**src/rtl/core/rfc_pkg.sv**
```systemverilog
// Rail fence cipher package: sizes, microcode control word and status types.
// Used by every module of the rail fence cipher block; depends on nothing.
package rfc_pkg;

    localparam int MAX_LEN = 64;
    localparam int ADDR_W  = $clog2(MAX_LEN);
    localparam int LEN_W   = ADDR_W + 1;
    localparam int BYTE_W  = 8;
    localparam int RAILS_W = 7;
    localparam int SPAN_W  = RAILS_W + 1;
    localparam int SUM_W   = (SPAN_W > LEN_W) ? SPAN_W + 1 : LEN_W + 1;
    localparam int CFG_W   = 7;
    localparam int CIDX_W  = 1;

    localparam logic [CIDX_W-1:0]  REG_DIRECTION = 1'b0;
    localparam logic [CIDX_W-1:0]  REG_RAILS     = 1'b1;
    localparam logic [RAILS_W-1:0] RAILS_RESET   = 7'd2;

    typedef enum logic [1:0] {
        COND_ALWAYS   = 2'd0,
        COND_IN_LAST  = 2'd1,
        COND_GEN_END  = 2'd2,
        COND_EMIT_END = 2'd3
    } cond_t;

    localparam int UPC_W = 3;
    typedef logic [UPC_W-1:0] upc_t;

    localparam upc_t UPC_LOAD    = 3'd0;
    localparam upc_t UPC_SETUP   = 3'd1;
    localparam upc_t UPC_PERM    = 3'd2;
    localparam upc_t UPC_DRAIN   = 3'd3;
    localparam upc_t UPC_EMIT_RD = 3'd4;
    localparam upc_t UPC_EMIT    = 3'd5;

    typedef struct packed {
        logic  load_en;
        logic  setup_en;
        logic  perm_en;
        logic  emrd_en;
        logic  emit_en;
        cond_t cond;
        upc_t  target;
    } ctrl_t;

    typedef struct packed {
        logic in_last_acc;
        logic gen_end;
        logic emit_end;
    } stat_t;

endpackage

```
**src/rtl/core/rfc_ucode_rom.sv**
```systemverilog
// Rail fence cipher control store: one control word per program step.
// Depends on rfc_pkg.
module rfc_ucode_rom (
    input  rfc_pkg::upc_t  upc,
    output rfc_pkg::ctrl_t word
);

    always_comb
    begin
        word = '0;
        unique case (upc)
            rfc_pkg::UPC_LOAD:
            begin
                word.load_en = 1'b1;
                word.cond    = rfc_pkg::COND_IN_LAST;
                word.target  = rfc_pkg::UPC_SETUP;
            end
            rfc_pkg::UPC_SETUP:
            begin
                word.setup_en = 1'b1;
                word.cond     = rfc_pkg::COND_ALWAYS;
                word.target   = rfc_pkg::UPC_PERM;
            end
            rfc_pkg::UPC_PERM:
            begin
                word.perm_en = 1'b1;
                word.cond    = rfc_pkg::COND_GEN_END;
                word.target  = rfc_pkg::UPC_DRAIN;
            end
            rfc_pkg::UPC_DRAIN:
            begin
                word.cond   = rfc_pkg::COND_ALWAYS;
                word.target = rfc_pkg::UPC_EMIT_RD;
            end
            rfc_pkg::UPC_EMIT_RD:
            begin
                word.emrd_en = 1'b1;
                word.cond    = rfc_pkg::COND_ALWAYS;
                word.target  = rfc_pkg::UPC_EMIT;
            end
            rfc_pkg::UPC_EMIT:
            begin
                word.emit_en = 1'b1;
                word.cond    = rfc_pkg::COND_EMIT_END;
                word.target  = rfc_pkg::UPC_LOAD;
            end
            default:
            begin
                word.cond   = rfc_pkg::COND_ALWAYS;
                word.target = rfc_pkg::UPC_LOAD;
            end
        endcase
    end

endmodule

```
**src/rtl/core/rfc_seq.sv**
```systemverilog
// Rail fence cipher sequencer: step counter with conditional jumps.
// Depends on rfc_pkg and rfc_ucode_rom.
module rfc_seq (
    input  logic           clk,
    input  logic           rst_n,
    input  rfc_pkg::stat_t stat,
    output rfc_pkg::ctrl_t ctrl
);

    rfc_pkg::upc_t upc_reg;
    rfc_pkg::upc_t upc_next;
    logic          take;

    rfc_ucode_rom u_rom (
        .upc  (upc_reg),
        .word (ctrl)
    );

    always_comb
    begin
        unique case (ctrl.cond)
            rfc_pkg::COND_ALWAYS:   take = 1'b1;
            rfc_pkg::COND_IN_LAST:  take = stat.in_last_acc;
            rfc_pkg::COND_GEN_END:  take = stat.gen_end;
            rfc_pkg::COND_EMIT_END: take = stat.emit_end;
            default:                take = 1'b1;
        endcase
        upc_next = take ? ctrl.target : upc_reg;
    end

    always_ff @(posedge clk or negedge rst_n)
    begin
        if (!rst_n)
        begin
            upc_reg <= rfc_pkg::UPC_LOAD;
        end
        else
        begin
            upc_reg <= upc_next;
        end
    end

endmodule

```
**src/rtl/core/rfc_datapath.sv**
```systemverilog
// Rail fence cipher datapath: message store, zigzag address walker, result store
// and output register, driven by the sequencer's control word. Depends on rfc_pkg.
module rfc_datapath (
    input  logic                         clk,
    input  logic                         rst_n,
    input  rfc_pkg::ctrl_t               ctrl,
    output rfc_pkg::stat_t               stat,
    input  logic                         cfg_wr_en,
    input  logic [rfc_pkg::CIDX_W-1:0]   cfg_index,
    input  logic [rfc_pkg::CFG_W-1:0]    cfg_data,
    input  logic                         in_valid,
    output logic                         in_stall,
    input  logic [rfc_pkg::BYTE_W-1:0]   data_byte,
    input  logic                         last_byte,
    output logic                         out_valid,
    input  logic                         out_stall,
    output logic [rfc_pkg::BYTE_W-1:0]   out_byte,
    output logic                         out_last,
    output logic                         truncated
);

    logic [rfc_pkg::BYTE_W-1:0] store_mem [rfc_pkg::MAX_LEN];
    logic [rfc_pkg::BYTE_W-1:0] res_mem   [rfc_pkg::MAX_LEN];

    logic                         direction_reg;
    logic [rfc_pkg::RAILS_W-1:0]  rails_reg;
    logic [rfc_pkg::LEN_W-1:0]    len_reg, len_next;
    logic                         ovf_reg, ovf_next;

    logic                         dir_reg, dir_next;
    logic                         ident_reg, ident_next;
    logic [rfc_pkg::RAILS_W-1:0]  km1_reg, km1_next;
    logic [rfc_pkg::SPAN_W-1:0]   period_reg, period_next;
    logic [rfc_pkg::ADDR_W-1:0]   lastidx_reg, lastidx_next;
    logic [rfc_pkg::ADDR_W-1:0]   i_reg, i_next;
    logic [rfc_pkg::RAILS_W-1:0]  r_reg, r_next;
    logic [rfc_pkg::LEN_W-1:0]    p_reg, p_next;
    logic                         phase_reg, phase_next;

    logic                         wr_pend_reg;
    logic [rfc_pkg::ADDR_W-1:0]   wr_addr_reg;
    logic [rfc_pkg::BYTE_W-1:0]   st_rd_data;
    logic [rfc_pkg::BYTE_W-1:0]   res_rd_data;

    logic [rfc_pkg::ADDR_W-1:0]   jrd_reg, jrd_next;
    logic [rfc_pkg::ADDR_W-1:0]   e_reg, e_next;

    logic                         out_valid_reg, out_valid_next;
    logic [rfc_pkg::BYTE_W-1:0]   out_byte_reg;
    logic                         out_last_reg;
    logic                         trunc_reg;

    logic                         accept;
    logic                         room;
    logic [rfc_pkg::ADDR_W-1:0]   st_rd_addr;
    logic [rfc_pkg::ADDR_W-1:0]   gen_wr_addr;
    logic [rfc_pkg::SPAN_W-1:0]   step_down, step_up, step_sel, step;
    logic [rfc_pkg::SUM_W-1:0]    cand;
    logic                         out_free;
    logic                         out_load;
    logic                         res_rd_en;
    logic [rfc_pkg::RAILS_W-1:0]  r_inc;

    assign in_stall = !ctrl.load_en;
    assign accept   = ctrl.load_en && in_valid;
    assign room     = (len_reg != rfc_pkg::LEN_W'(rfc_pkg::MAX_LEN));

    assign out_free  = !out_valid_reg || !out_stall;
    assign out_load  = ctrl.emit_en && out_free;
    assign res_rd_en = ctrl.emrd_en || out_load;

    assign st_rd_addr  = dir_reg ? i_reg : p_reg[rfc_pkg::ADDR_W-1:0];
    assign gen_wr_addr = dir_reg ? p_reg[rfc_pkg::ADDR_W-1:0] : i_reg;

    assign step_down = {km1_reg - r_reg, 1'b0};
    assign step_up   = {r_reg, 1'b0};
    assign step_sel  = phase_reg ? step_up : step_down;
    assign step      = (step_sel == '0) ? period_reg : step_sel;
    assign cand      = rfc_pkg::SUM_W'(p_reg) + rfc_pkg::SUM_W'(step);
    assign r_inc     = r_reg + 1'b1;

    assign stat.in_last_acc = accept && last_byte;
    assign stat.gen_end     = ctrl.perm_en && (i_reg == lastidx_reg);
    assign stat.emit_end    = out_load && (e_reg == lastidx_reg);

    always_comb
    begin
        len_next       = len_reg;
        ovf_next       = ovf_reg;
        dir_next       = dir_reg;
        ident_next     = ident_reg;
        km1_next       = km1_reg;
        period_next    = period_reg;
        lastidx_next   = lastidx_reg;
        i_next         = i_reg;
        r_next         = r_reg;
        p_next         = p_reg;
        phase_next     = phase_reg;
        jrd_next       = jrd_reg;
        e_next         = e_reg;
        out_valid_next = out_valid_reg;

        if (accept)
        begin
            if (room)
            begin
                len_next = len_reg + 1'b1;
            end
            else
            begin
                ovf_next = 1'b1;
            end
        end

        if (ctrl.setup_en)
        begin
            dir_next     = direction_reg;
            ident_next   = (rails_reg <= rfc_pkg::RAILS_W'(1));
            km1_next     = rails_reg - 1'b1;
            period_next  = {rails_reg - 1'b1, 1'b0};
            lastidx_next = rfc_pkg::ADDR_W'(len_reg - 1'b1);
            i_next       = '0;
            r_next       = '0;
            p_next       = '0;
            phase_next   = 1'b0;
            jrd_next     = '0;
            e_next       = '0;
        end

        if (ctrl.perm_en)
        begin
            i_next = i_reg + 1'b1;
            if (ident_reg)
            begin
                p_next = p_reg + 1'b1;
            end
            else if (cand < rfc_pkg::SUM_W'(len_reg))
            begin
                p_next     = rfc_pkg::LEN_W'(cand);
                phase_next = !phase_reg;
            end
            else
            begin
                r_next     = r_inc;
                p_next     = rfc_pkg::LEN_W'(r_inc);
                phase_next = 1'b0;
            end
        end

        if (res_rd_en)
        begin
            jrd_next = jrd_reg + 1'b1;
        end

        if (out_load)
        begin
            out_valid_next = 1'b1;
            e_next         = e_reg + 1'b1;
        end
        else if (!out_stall)
        begin
            out_valid_next = 1'b0;
        end

        if (stat.emit_end)
        begin
            len_next = '0;
            ovf_next = 1'b0;
        end
    end

    always_ff @(posedge clk or negedge rst_n)
    begin
        if (!rst_n)
        begin
            direction_reg <= 1'b0;
            rails_reg     <= rfc_pkg::RAILS_RESET;
            len_reg       <= '0;
            ovf_reg       <= 1'b0;
            dir_reg       <= 1'b0;
            ident_reg     <= 1'b0;
            km1_reg       <= '0;
            period_reg    <= '0;
            lastidx_reg   <= '0;
            i_reg         <= '0;
            r_reg         <= '0;
            p_reg         <= '0;
            phase_reg     <= 1'b0;
            wr_pend_reg   <= 1'b0;
            jrd_reg       <= '0;
            e_reg         <= '0;
            out_valid_reg <= 1'b0;
        end
        else
        begin
            if (cfg_wr_en)
            begin
                if (cfg_index == rfc_pkg::REG_DIRECTION)
                begin
                    direction_reg <= cfg_data[0];
                end
                else if (cfg_index == rfc_pkg::REG_RAILS)
                begin
                    rails_reg <= cfg_data;
                end
            end
            len_reg       <= len_next;
            ovf_reg       <= ovf_next;
            dir_reg       <= dir_next;
            ident_reg     <= ident_next;
            km1_reg       <= km1_next;
            period_reg    <= period_next;
            lastidx_reg   <= lastidx_next;
            i_reg         <= i_next;
            r_reg         <= r_next;
            p_reg         <= p_next;
            phase_reg     <= phase_next;
            wr_pend_reg   <= ctrl.perm_en;
            jrd_reg       <= jrd_next;
            e_reg         <= e_next;
            out_valid_reg <= out_valid_next;
        end
    end

    always_ff @(posedge clk)
    begin
        if (accept && room)
        begin
            store_mem[len_reg[rfc_pkg::ADDR_W-1:0]] <= data_byte;
        end
        if (ctrl.perm_en)
        begin
            st_rd_data <= store_mem[st_rd_addr];
        end
    end

    always_ff @(posedge clk)
    begin
        if (ctrl.perm_en)
        begin
            wr_addr_reg <= gen_wr_addr;
        end
        if (wr_pend_reg)
        begin
            res_mem[wr_addr_reg] <= st_rd_data;
        end
        if (res_rd_en)
        begin
            res_rd_data <= res_mem[jrd_reg];
        end
    end

    always_ff @(posedge clk)
    begin
        if (out_load)
        begin
            out_byte_reg <= res_rd_data;
            out_last_reg <= (e_reg == lastidx_reg);
            trunc_reg    <= ovf_reg;
        end
    end

    assign out_valid = out_valid_reg;
    assign out_byte  = out_byte_reg;
    assign out_last  = out_last_reg;
    assign truncated = trunc_reg;

endmodule

```
**src/rtl/core/rail_fence_cipher.sv**
```systemverilog
// Rail fence cipher top level: items are loaded until the one marked last. After
// it come a setup step, then permutation through the zigzag address walker (one
// message store read per cycle), a drain step and a first result store read to
// settle the result store, then one result per cycle while the output is not
// stalled. Reset is asynchronous, clears control state and sets direction to encrypt
// and rails to two; the stores are not cleared.
module rail_fence_cipher (
    input  logic                         clk,
    input  logic                         rst_n,
    input  logic                         cfg_wr_en,
    input  logic [rfc_pkg::CIDX_W-1:0]   cfg_index,
    input  logic [rfc_pkg::CFG_W-1:0]    cfg_data,
    input  logic                         in_valid,
    output logic                         in_stall,
    input  logic [rfc_pkg::BYTE_W-1:0]   data_byte,
    input  logic                         last_byte,
    output logic                         out_valid,
    input  logic                         out_stall,
    output logic [rfc_pkg::BYTE_W-1:0]   out_byte,
    output logic                         out_last,
    output logic                         truncated
);

    rfc_pkg::ctrl_t ctrl;
    rfc_pkg::stat_t stat;

    rfc_seq u_seq (
        .clk   (clk),
        .rst_n (rst_n),
        .stat  (stat),
        .ctrl  (ctrl)
    );

    rfc_datapath u_datapath (
        .clk       (clk),
        .rst_n     (rst_n),
        .ctrl      (ctrl),
        .stat      (stat),
        .cfg_wr_en (cfg_wr_en),
        .cfg_index (cfg_index),
        .cfg_data  (cfg_data),
        .in_valid  (in_valid),
        .in_stall  (in_stall),
        .data_byte (data_byte),
        .last_byte (last_byte),
        .out_valid (out_valid),
        .out_stall (out_stall),
        .out_byte  (out_byte),
        .out_last  (out_last),
        .truncated (truncated)
    );

endmodule

```
**config.mk**
```make
export PLATFORM = sky130hd
export DESIGN_NAME = rail_fence_cipher
export DESIGN_NICKNAME = d
export VERILOG_FILES = /design/src/rtl/core/rfc_pkg.sv /design/src/rtl/core/rfc_ucode_rom.sv /design/src/rtl/core/rfc_seq.sv /design/src/rtl/core/rfc_datapath.sv /design/src/rtl/core/rail_fence_cipher.sv
export SDC_FILE = /design/constraint.sdc
export NUM_CORES = 1
export LEC_CHECK = 0
export BUFFER_PORTS_ARGS = -buffer_cell sky130_fd_sc_hd__buf_2
export CORE_ASPECT_RATIO = 1.4
export CORE_MARGIN = 5
export CORE_UTILIZATION = 30
export CTS_BUF_LIST = sky130_fd_sc_hd__clkbuf_8
export DETAILED_ROUTE_END_ITERATION = 10
export PLACE_DENSITY_LB_ADDON = 0.2
export RECOVER_POWER = 100
export SYNTH_ARGS = -nofsm -noshare
export SYNTH_HDL_FRONTEND = slang
export SYNTH_SLANG_ARGS = --single-unit
```
**constraint.sdc**
```tcl
create_clock -name clk -period 15.3 [get_ports clk]
set_input_delay 1.53 -clock clk [delete_from_list [all_inputs] [get_ports clk]]
set_output_delay 1.53 -clock clk [all_outputs]
set_load 0.005 [all_outputs]
```
# After elaboration in Yosys (flattened, before gate mapping)

Memories as Yosys holds them, arrays and structs flattened. A register that Yosys moved wholly into a read port is not among the register bits.
Index checks and enable logic that the tools add are counted.
Widths: inputs -> output; s select.

Reduce and logical (&&, ||, !) cells: 24
Eq/ne operators: 13
Add/subtract/negate cells: 10
Bitwise gates (word level): 1
Muxes and demuxes: 39
Order comparisons: 2

Operator list:

| kind                | count |
|---|---|
| $mux 7              | 11 |
| $mux 6              | 6 |
| $pmux 5 s6          | 1 |
| $add 7x1->7 const B | 3 |
| $add 6x1->6 const B | 3 |
| $mux 1              | 18 |
| $mux 8              | 2 |
| $eq 6x6->1          | 2 |
| $reduce_bool 2->1   | 5 |
| $add 7x8->9         | 1 |
| $lt 9x7->1          | 1 |
| $logic_not 8->1     | 1 |
| $reduce_and 2->1    | 4 |
| $le 7x1->1 const B  | 1 |
| $ne 7x7->1 const B  | 1 |
| $sub 7x1->7 const B | 1 |
| $sub 7x7->7         | 1 |
| $eq 3x2->1 const B  | 2 |
| $eq 3x3->1 const B  | 2 |
| $logic_and 1x1->1   | 6 |
| $sub 6x1->6 const B | 1 |
| $eq 2x2->1 const B  | 2 |
| $logic_not 1->1     | 4 |
| $pmux 1 s4          | 1 |
| other kinds (8)     | 9 |

Bits in registers: 85
RAM bits: 1024
Output and inout port bits: 12
Memories kept: 2
Input port bits: 22
Logic and storage cells: 112

Memory list:

| memory               | words | bits a word | rd ports | clocked after Yosys merged registers in | wr ports | RTL line           | text |
|---|---|---|---|---|---|---|---|
| u_datapath.res_mem   | 64    | 8           | 1        | 1                                       | 1        | rfc_datapath.sv:23 | `logic [rfc_pkg::BYTE_W-1:0] res_mem [rfc_pkg::MAX_LEN];` |
| u_datapath.store_mem | 64    | 8           | 1        | 1                                       | 1        | rfc_datapath.sv:22 | `logic [rfc_pkg::BYTE_W-1:0] store_mem [rfc_pkg::MAX_LEN];` |

# Depth between registers and ports, before layout

Gate-level depths: netlist (run 1).

Word-level depth: 9
Gate-level depth with buffers: 29
Depth with buffers taken out: 27

# Cells and area by module

Synthesis (run 1) repeated with hierarchy kept, for this count alone.

Cell total of the unflattened synthesis: 2560
Area, all modules: 45656.3 µm²

Modules (own cells, without submodules):

| module        | times used | seq. area each (µm²) | area an instance (µm²) | cells each |
|---|---|---|---|---|
| rfc_datapath  | 1          | 33363.2              | 45407.3                | 2535 |
| rfc_seq       | 1          | 75.1                 | 140.1                  | 9 |
| rfc_ucode_rom | 1          | 0.0                  | 108.9                  | 16 |

# Worst setup path before layout (run 1)

Ideal clock, no wire load.

Path kind: register to register
Start point: reg u_datapath.r_reg[0] (netlist bit)
End point: reg u_datapath.r_reg[1] (netlist bit)
Path buffers: 1
Period minus slack after synthesis: 5311 ps
Setup slack: 9989 ps
Arrival time: 5186 ps
Library setup time: 125 ps
Stages on the path, launching flop included: 27
Cell sequence: dfrtp_1 -> ha_1 -> inv_1 -> fa_1 -> a21oi_1 -> nor3_1 -> nor3b_2 -> xor2_2 -> and2_1 -> clkbuf_1 -> a21o_1 -> ha_1 -> inv_1 -> fa_1 -> nor2b_1 -> o21ai_0 -> nand2b_1 -> xor2_1 -> ha_1 -> nand2_1 -> nor2_1 -> a2111oi_0 -> o31a_1 -> nor4b_1 -> mux2i_4 -> nand2_2 -> mux2_4

Word-level cells in the longest chain between the ends: 9

Ends and longest elaborated chain:

| what                                 | RTL line            | text |
|---|---|---|
| start, declared                      | rfc_datapath.sv:36  | `logic [rfc_pkg::RAILS_W-1:0] r_reg, r_next;` |
| start signal, assigned               | rfc_datapath.sv:215 | `r_reg <= r_next;` |
| $sub 7x7->7                          | rfc_datapath.sv:75  | `assign step_down = {km1_reg - r_reg, 1'b0};` |
| $mux 8                               | rfc_datapath.sv:77  | `assign step_sel = phase_reg ? step_up : step_down;` |
| $logic_not 8->1                      | rfc_datapath.sv:78  | `assign step = (step_sel == '0) ? period_reg : step_sel;` |
| $mux 8                               | rfc_datapath.sv:78  |  |
| $add 7x8->9                          | rfc_datapath.sv:79  | `assign cand = rfc_pkg::SUM_W'(p_reg) + rfc_pkg::SUM_W'(step);` |
| $lt 9x7->1                           | rfc_datapath.sv:137 | `else if (cand < rfc_pkg::SUM_W'(len_reg))` |
| $mux 7 *                             | rfc_datapath.sv:137 |  |
| $mux 7 *                             | rfc_datapath.sv:133 | `if (ident_reg)` |
| $mux 7 *                             | rfc_datapath.sv:130 | `if (ctrl.perm_en)` |
| named net u_datapath.r_next, one bit | rfc_datapath.sv:36  |  |

Mark *: on every way through the listed nets, which the timed path passes. The rest lies on a longest branch.
A chain may end at the register's enable or synchronous reset.

==> impl_results.md, run 1 <==
* Worst Path Class, Setup: flop to flop
* Final min period at between 8000 and 9000 ps
* Synth warn at 0
* Violated checks: max-capacitance violations, max-slew violations
* Vias in the first global route at roughly 24000
* Yosys cell types at 65
* Worst-path clk slew at approximately 60 ps
* Core Area at between 100000 and 150000 sq um
* MaxCap Viol Count at 25
* Setup violators final at 0
* Most frequent cells in the layout: edfxtp_1 (1056), mux4_2 (296), clkbuf_8 (191), nor2_1 (155), nand2_1 (123)
* WP data arrival at 8870 ps
* Syn Nets at 2332
* Starting Density at between 30% and 40%
* # nets final at approximately 2500
* Worst path most repeated cell: mux4_2
* Family with the most delay on the worst path: buffers and inverters
* Largest net degree at the start of global routing at 129
* DP Wirelength at between 60000 and 70000 um
* Iter 0 DRT Violations at ~1600
* Peak supply drop at 172 uV
* Global placer's final weighted congestion at ~0.76
* Post CTS Setup Buffer Count at 0
* Share of the synthesized area in the top cell type at a little over two thirds
* DRC at 0
* Initial antenna violation count at 3
* Period utilization at a little over half
* Status: finished, violations left
* Synth area leaders: edfxtp_1 (70%), mux4_2 (15%), dfrtp_1 (3.8%)
* Max Transition Viols Final at 1338
* Worst-Margin Slew at slightly below 4000 ps
* P_leak at between 15 and 20 nW
* Drt via density at ~4.9
* Slew HR at -160%
* Worst Skew at 50.6 ps
* Critical Path Slowest Stage Cell: clkbuf_1
* H-tree Lvls at 4
* Vias at approximately 22000
* Syn Area/Cell at 19.8 sq um
* Final Hold Vio Count at 0
* Row Count at ~170
* Post-CTS Resized at 0
* Hold buffer count at CTS at 0
* Buffers on Ports at 33
* Die Ht at between 400 and 500 um
* Setup crit start kind: flop
* CTS tree: built
* Top FF cell, synth: edfxtp_1
* Required @ worst endpoint at 15910 ps
* Critical path capture point type: flop
* GR Util All Layers at roughly 14%
* # clock sinks at 1125
* Fin cells at approximately 4500
* Setup TNS at 0 ps
* Worst Path Max Fanout at 60
* RSZ-0062 raised after global routing: no
* Inst Count DP at between 4000 and 5000
* Synth Register Bits at 1125
* Ys async rst share at around 6.1%
* P&R area growth vs syn at 12.6%
* Post-synthesis cell count at between 2000 and 2500
* Synthesized area at about 45000 sq um
* Buf/Inv on CP at 2
* CP max stage delay at between 2000 and 3000 ps
* Sequential-to-total area share from yosys stat at about 74%
* WL final at between 100000 and 150000 um
* Clock tree buffer depth at 3
* Pwr/cell area at between 150 and 200 nW/um^2
* Clk root buf: clkbuf_8
* DR WL/cell at 24.6 um
* First-pass GRT wire length at approximately 160000 um
* Clock buffers created by TritonCTS at around 180
* Die area at between 150000 and 200000 sq um
* Initial DRT Pass Iterations at 7
* Final antenna-violating net count at 0
* Gr ovfl total at 0
* Skew-Pair Late Insertion Delay at around 880 ps
* Chip width at between 300 and 400 um
* EDFF count, synth at 1056
* Post-synth top area cell: edfxtp_1
* Leading cell type in the layout, fill and taps excluded: edfxtp_1
* Number of I/O pins at 34
* Maximum clock rate at ~120 MHz
* Share of post-route cells with drive strength above 1 at between 20 and 25%
* Critical path, cell by cell: clkbuf_1 -> clkbuf_1 -> mux4_2 -> mux4_2 -> mux4_2
* Tightest Hold Check Type: flop to flop
kinds of logic after synthesis:
family          after synthesis  synth area share [%]
compound gates              193                  2.91
xor+xnor                     40                 0.792
fa+ha+maj                    30                 0.864
buf+inv                     145                  1.64
flops                      1125                  74.0
mux                         327                  15.5
simple gates                420                  4.28
worst register-to-register path: cells and delay by family, from the launching register on:
| kind | cells | cell delay, ps |
|---|---|---|
| buf+inv | 2 | 4980 |
| mux | 3 | 1640 |
| flops | 1 | 1420 |
routing by layer:
metal	global-route usage, %	wire length (um)
met1	17.5	44900
met5	0	13
met2	24.2	58400
met4	5.02	3140
met3	2.47	4700
through the flow:
step	utilization [%]	setup WS, ps	total power, mW	hold slack (ps)	area, sq um
floorplan	-	9990	5.82	400	45200
global placement	31.8	9430	6.65	411	47500
detailed placement	31.8	9180	6.70	405	47500
CTS	34.1	9150	9.24	420	51000
global route	34.0	6490	9.56	427	50900
finish	34.0	7040	9.09	419	50900
cell usage after synthesis, types with 5 or more instances:
master,n
and2_1,35
nand3_1,33
clkbuf_1,65
a21oi_1,37
xnor2_1,29
a31oi_1,21
dfrtp_1,68
o21ai_0,34
a32o_1,5
nand2b_1,8
inv_1,26
buf_6,20
nand2_1,122
mux4_2,296
xor2_1,10
a311oi_1,16
edfxtp_1,1056
nor3b_1,7
buf_2,22
ha_1,28
a211oi_1,41
mux2_2,15
o211ai_1,6
nand3b_1,6
nand4_1,10
nor2_1,155
mux2i_1,14
nor2b_1,7
a21o_1,8
nor3_1,17
buf_4,5
final cells by class:
type,count,area (sq um)
Fill cell,14200,98800
Sequential cell,1125,33400
Multi-Input combinational cell,1010,11000
Clock buffer,191,2630
Tap cell,1955,2450
Clock inverter,138,865
Timing Repair Buffer,67,350
Inverter,29,109
Antenna cell,3,7.51
worst paths after layout:
check,startpoint,end,slack (ps),depth (start not counted)
max in group asynchronous,rst_n,u_datapath.jrd_reg[0]$_DFFE_PN0P_,10490,1
min in group asynchronous,rst_n,u_datapath.rails_reg[4]$_DFFE_PN0P_,2010,1
worst max register to register,u_datapath.jrd_reg[1]$_DFFE_PN0P_,u_datapath.res_rd_data[7]$_DFFE_PP_,7040,5
worst min register to register,u_datapath.res_rd_data[5]$_DFFE_PP_,u_datapath.out_byte[5]$_DFFE_PP_,420,0
worst max-delay path,u_datapath.jrd_reg[1]$_DFFE_PN0P_,u_datapath.res_rd_data[7]$_DFFE_PP_,7040,5
worst min-delay path,u_datapath.res_rd_data[5]$_DFFE_PP_,u_datapath.out_byte[5]$_DFFE_PP_,420,0
power by group:
part	internal, mW	switching [mW]	leakage [nW]
clock network	1.29	1.22	1.95
registers	3.71	0.171	10.4
logic	1.14	1.56	3.61
total	6.14	2.95	16.0
No activity file was read; power rests on OpenSTA's default activity.
==> inputs of run 2 (changes only) <==
Clock period 15.3 ns to 6.86 ns, I/O delays scaled along.
==> run 2 against run 1 <==
- the flow still finishes with violations (max-capacitance violations, max-slew violations)
- final cell count is 0.18% higher
- utilization hardly changed
- critical path depth is 4 higher
- sequential power increased by 120%
==> impl_results.md, run 2 (same netlist as run 1, synthesis figures left out) <==
* CTS tree: built (unchanged)
* Final min period at 6300 ps (was 8260 ps)
* H-tree Lvls at 4 (unchanged)
* # nets final at 2478 (was 2466)
* Vias at 22000 (was 22100)
* Final antenna-violating net count at 0 (unchanged)
* Tightest Hold Check Type: primary input to flop (was flop to flop)
* Worst Path Max Fanout at 27 (was 60)
* FF-to-FF setup slack at 560 ps (was 7040 ps)
* Core Area at 150000 sq um (unchanged)
* Maximum clock rate at 159 MHz (was 121 MHz)
* Share of post-route cells with drive strength above 1 at 22.7% (was 23.2%)
* Buffers on Ports at 33 (unchanged)
* Util after Layout at 34.0% (about the same)
* Fin cells at 4526 (was 4518)
* # clock sinks at 1125 (unchanged)
* Setup violators final at 0 (unchanged)
* DP Wirelength at 67400 um (was 66400 um)
* MaxCap Viol Count at 23 (was 25)
* Worst-path clk slew at 70 ps (was 60 ps)
* Global placer's final weighted congestion at 0.765 (was 0.761)
* Skew-Pair Late Insertion Delay at 880 ps (about the same)
* Row Count at 168 (unchanged)
* Worst setup margin at 560 ps (was 7040 ps)
* Setup TNS at 0 ps (unchanged)
* P_leak at 16.0 nW (about the same)
* Status: finished, violations left (unchanged)
* Violated checks: max-capacitance violations, max-slew violations (unchanged)
* Peak supply drop at 354 uV (was 172 uV)
* Worst Skew at 41.8 ps (was 50.6 ps)
* Setup crit start kind: flop (unchanged)
* Pwr/cell area at 394 nW/um^2 (was 179 nW/um^2)
* Die Ht at 469 um (unchanged)
* Period utilization at 91.8% (was 54.0%)
* Number of I/O pins at 34 (unchanged)
* Iter 0 DRT Violations at 1554 (was 1568)
* RSZ-0062 raised after global routing: no (unchanged)
* Leading cell type in the layout, fill and taps excluded: edfxtp_1 (unchanged)
* Largest net degree at the start of global routing at 129 (unchanged)
* Final Hold Vio Count at 0 (unchanged)
* Most frequent cells in the layout: edfxtp_1 (1056), mux4_2 (296), clkbuf_8 (183), nor2_1 (155), nand2_1 (122) (was edfxtp_1 (1056), mux4_2 (296), clkbuf_8 (191), nor2_1 (155), nand2_1 (123))
* Initial DRT Pass Iterations at 5 (was 7)
* Die area at 159000 sq um (unchanged)
* First-pass GRT wire length at 164000 um (about the same)
* P&R area growth vs syn at 12.5% (was 12.6%)
* GR Util All Layers at 14.0% (about the same)
* Clock tree buffer depth at 3 (unchanged)
* Worst hold margin at 185 ps (was 419 ps)
* Vias in the first global route at 23800 (was 23700)
* Initial antenna violation count at 2 (was 3)
* Chip width at 338 um (unchanged)
* Required @ worst endpoint at 7460 ps (was 15910 ps)
* Clock buffers created by TritonCTS at 177 (was 181)
* Gr ovfl total at 0 (unchanged)
* Worst-Margin Slew at 3940 ps (was 3900 ps)
* Critical path capture point type: flop (unchanged)
* Slew HR at -163% (was -160%)
* DR WL/cell at 24.5 um (was 24.6 um)
* Max Transition Viols Final at 1307 (was 1338)
* Inst Count DP at 4194 (was 4186)
* WP data arrival at 6900 ps (was 8870 ps)
* Clk root buf: clkbuf_8 (unchanged)
* Pre-CTS setup slack at 773 ps (was 9180 ps)
* Worst Path Class, Setup: flop to flop (unchanged)
* DRC at 0 (unchanged)
* Drt via density at 4.87 (was 4.90)
* Starting Density at 30.2% (unchanged)
* WL final at 111000 um (about the same)
run 2: routing by layer:
layer / track usage [%] / vias to the layer above / routed length, um
met3: 2.57 / 186 / 4970
met1: 17.3 / 11700 / 44400
met5: 0 / - / 0
met2: 24.5 / 521 / 58200
li1: - / 9634 / -
met4: 4.94 / 0 / 3360
run 2: worst paths after layout:
check | from | to | cells past startpoint
max | u_datapath.dir_reg$_DFFE_PN0P_ | u_datapath.st_rd_data[6]$_DFFE_PP_ | 9
max in group asynchronous | rst_n | u_datapath.jrd_reg[1]$_DFFE_PN0P_ | 2
min | cfg_wr_en | u_datapath.direction_reg$_DFFE_PN0P_ | 3
min in group asynchronous | rst_n | u_datapath.direction_reg$_DFFE_PN0P_ | 2
max reg2reg | u_datapath.dir_reg$_DFFE_PN0P_ | u_datapath.st_rd_data[6]$_DFFE_PP_ | 9
min reg2reg | u_datapath.res_rd_data[7]$_DFFE_PP_ | u_datapath.out_byte[7]$_DFFE_PP_ | 0
run 2: critical path: stages, from the launching register on:
cell and delay, ps:
dfrtp_1 320, clkbuf_1 980, mux2i_1 1670, buf_4 560, buf_2 870, mux4_2 600, a211oi_1 480, a311oi_1 110
a211oi_1 310, a21oi_1 80
run 2: area by class of cell:
class                   instances  area (sq um)
well taps                    1955          2450
multi-input cells            1010         11000
fillers                     14200         98800
clock buffers                 183          2520
repair buffers                 83           484
inverters                      29           109
clock inverters               138           769
diodes                          3          7.51
flip-flops and latches       1125         33400
run 2: stage by stage:
step,power (mW),area [sq um]
final,20.0,50800
after global routing,21.1,50800
after CTS,20.4,51000
after detailed placement,15.0,47600
after global placement,14.9,47600
after floorplan,13.0,45200
run 2: power by group:
part / internal, mW / total [mW] / switching (mW)
Combinational: 2.54 / 6.07 / 3.53
Sequential: 8.27 / 8.63 / 0.354
Clock: 2.65 / 5.31 / 2.66
Total: 13.5 / 20.0 / 6.55
run 2: timing repair:
item                                    4_1_cts  5_1_grt
endpoints found under the hold margin        76        0
buffers inserted                              0        0
resized for setup                             0        0
endpoints found under the setup margin        0        0
hold buffers                                  8        0
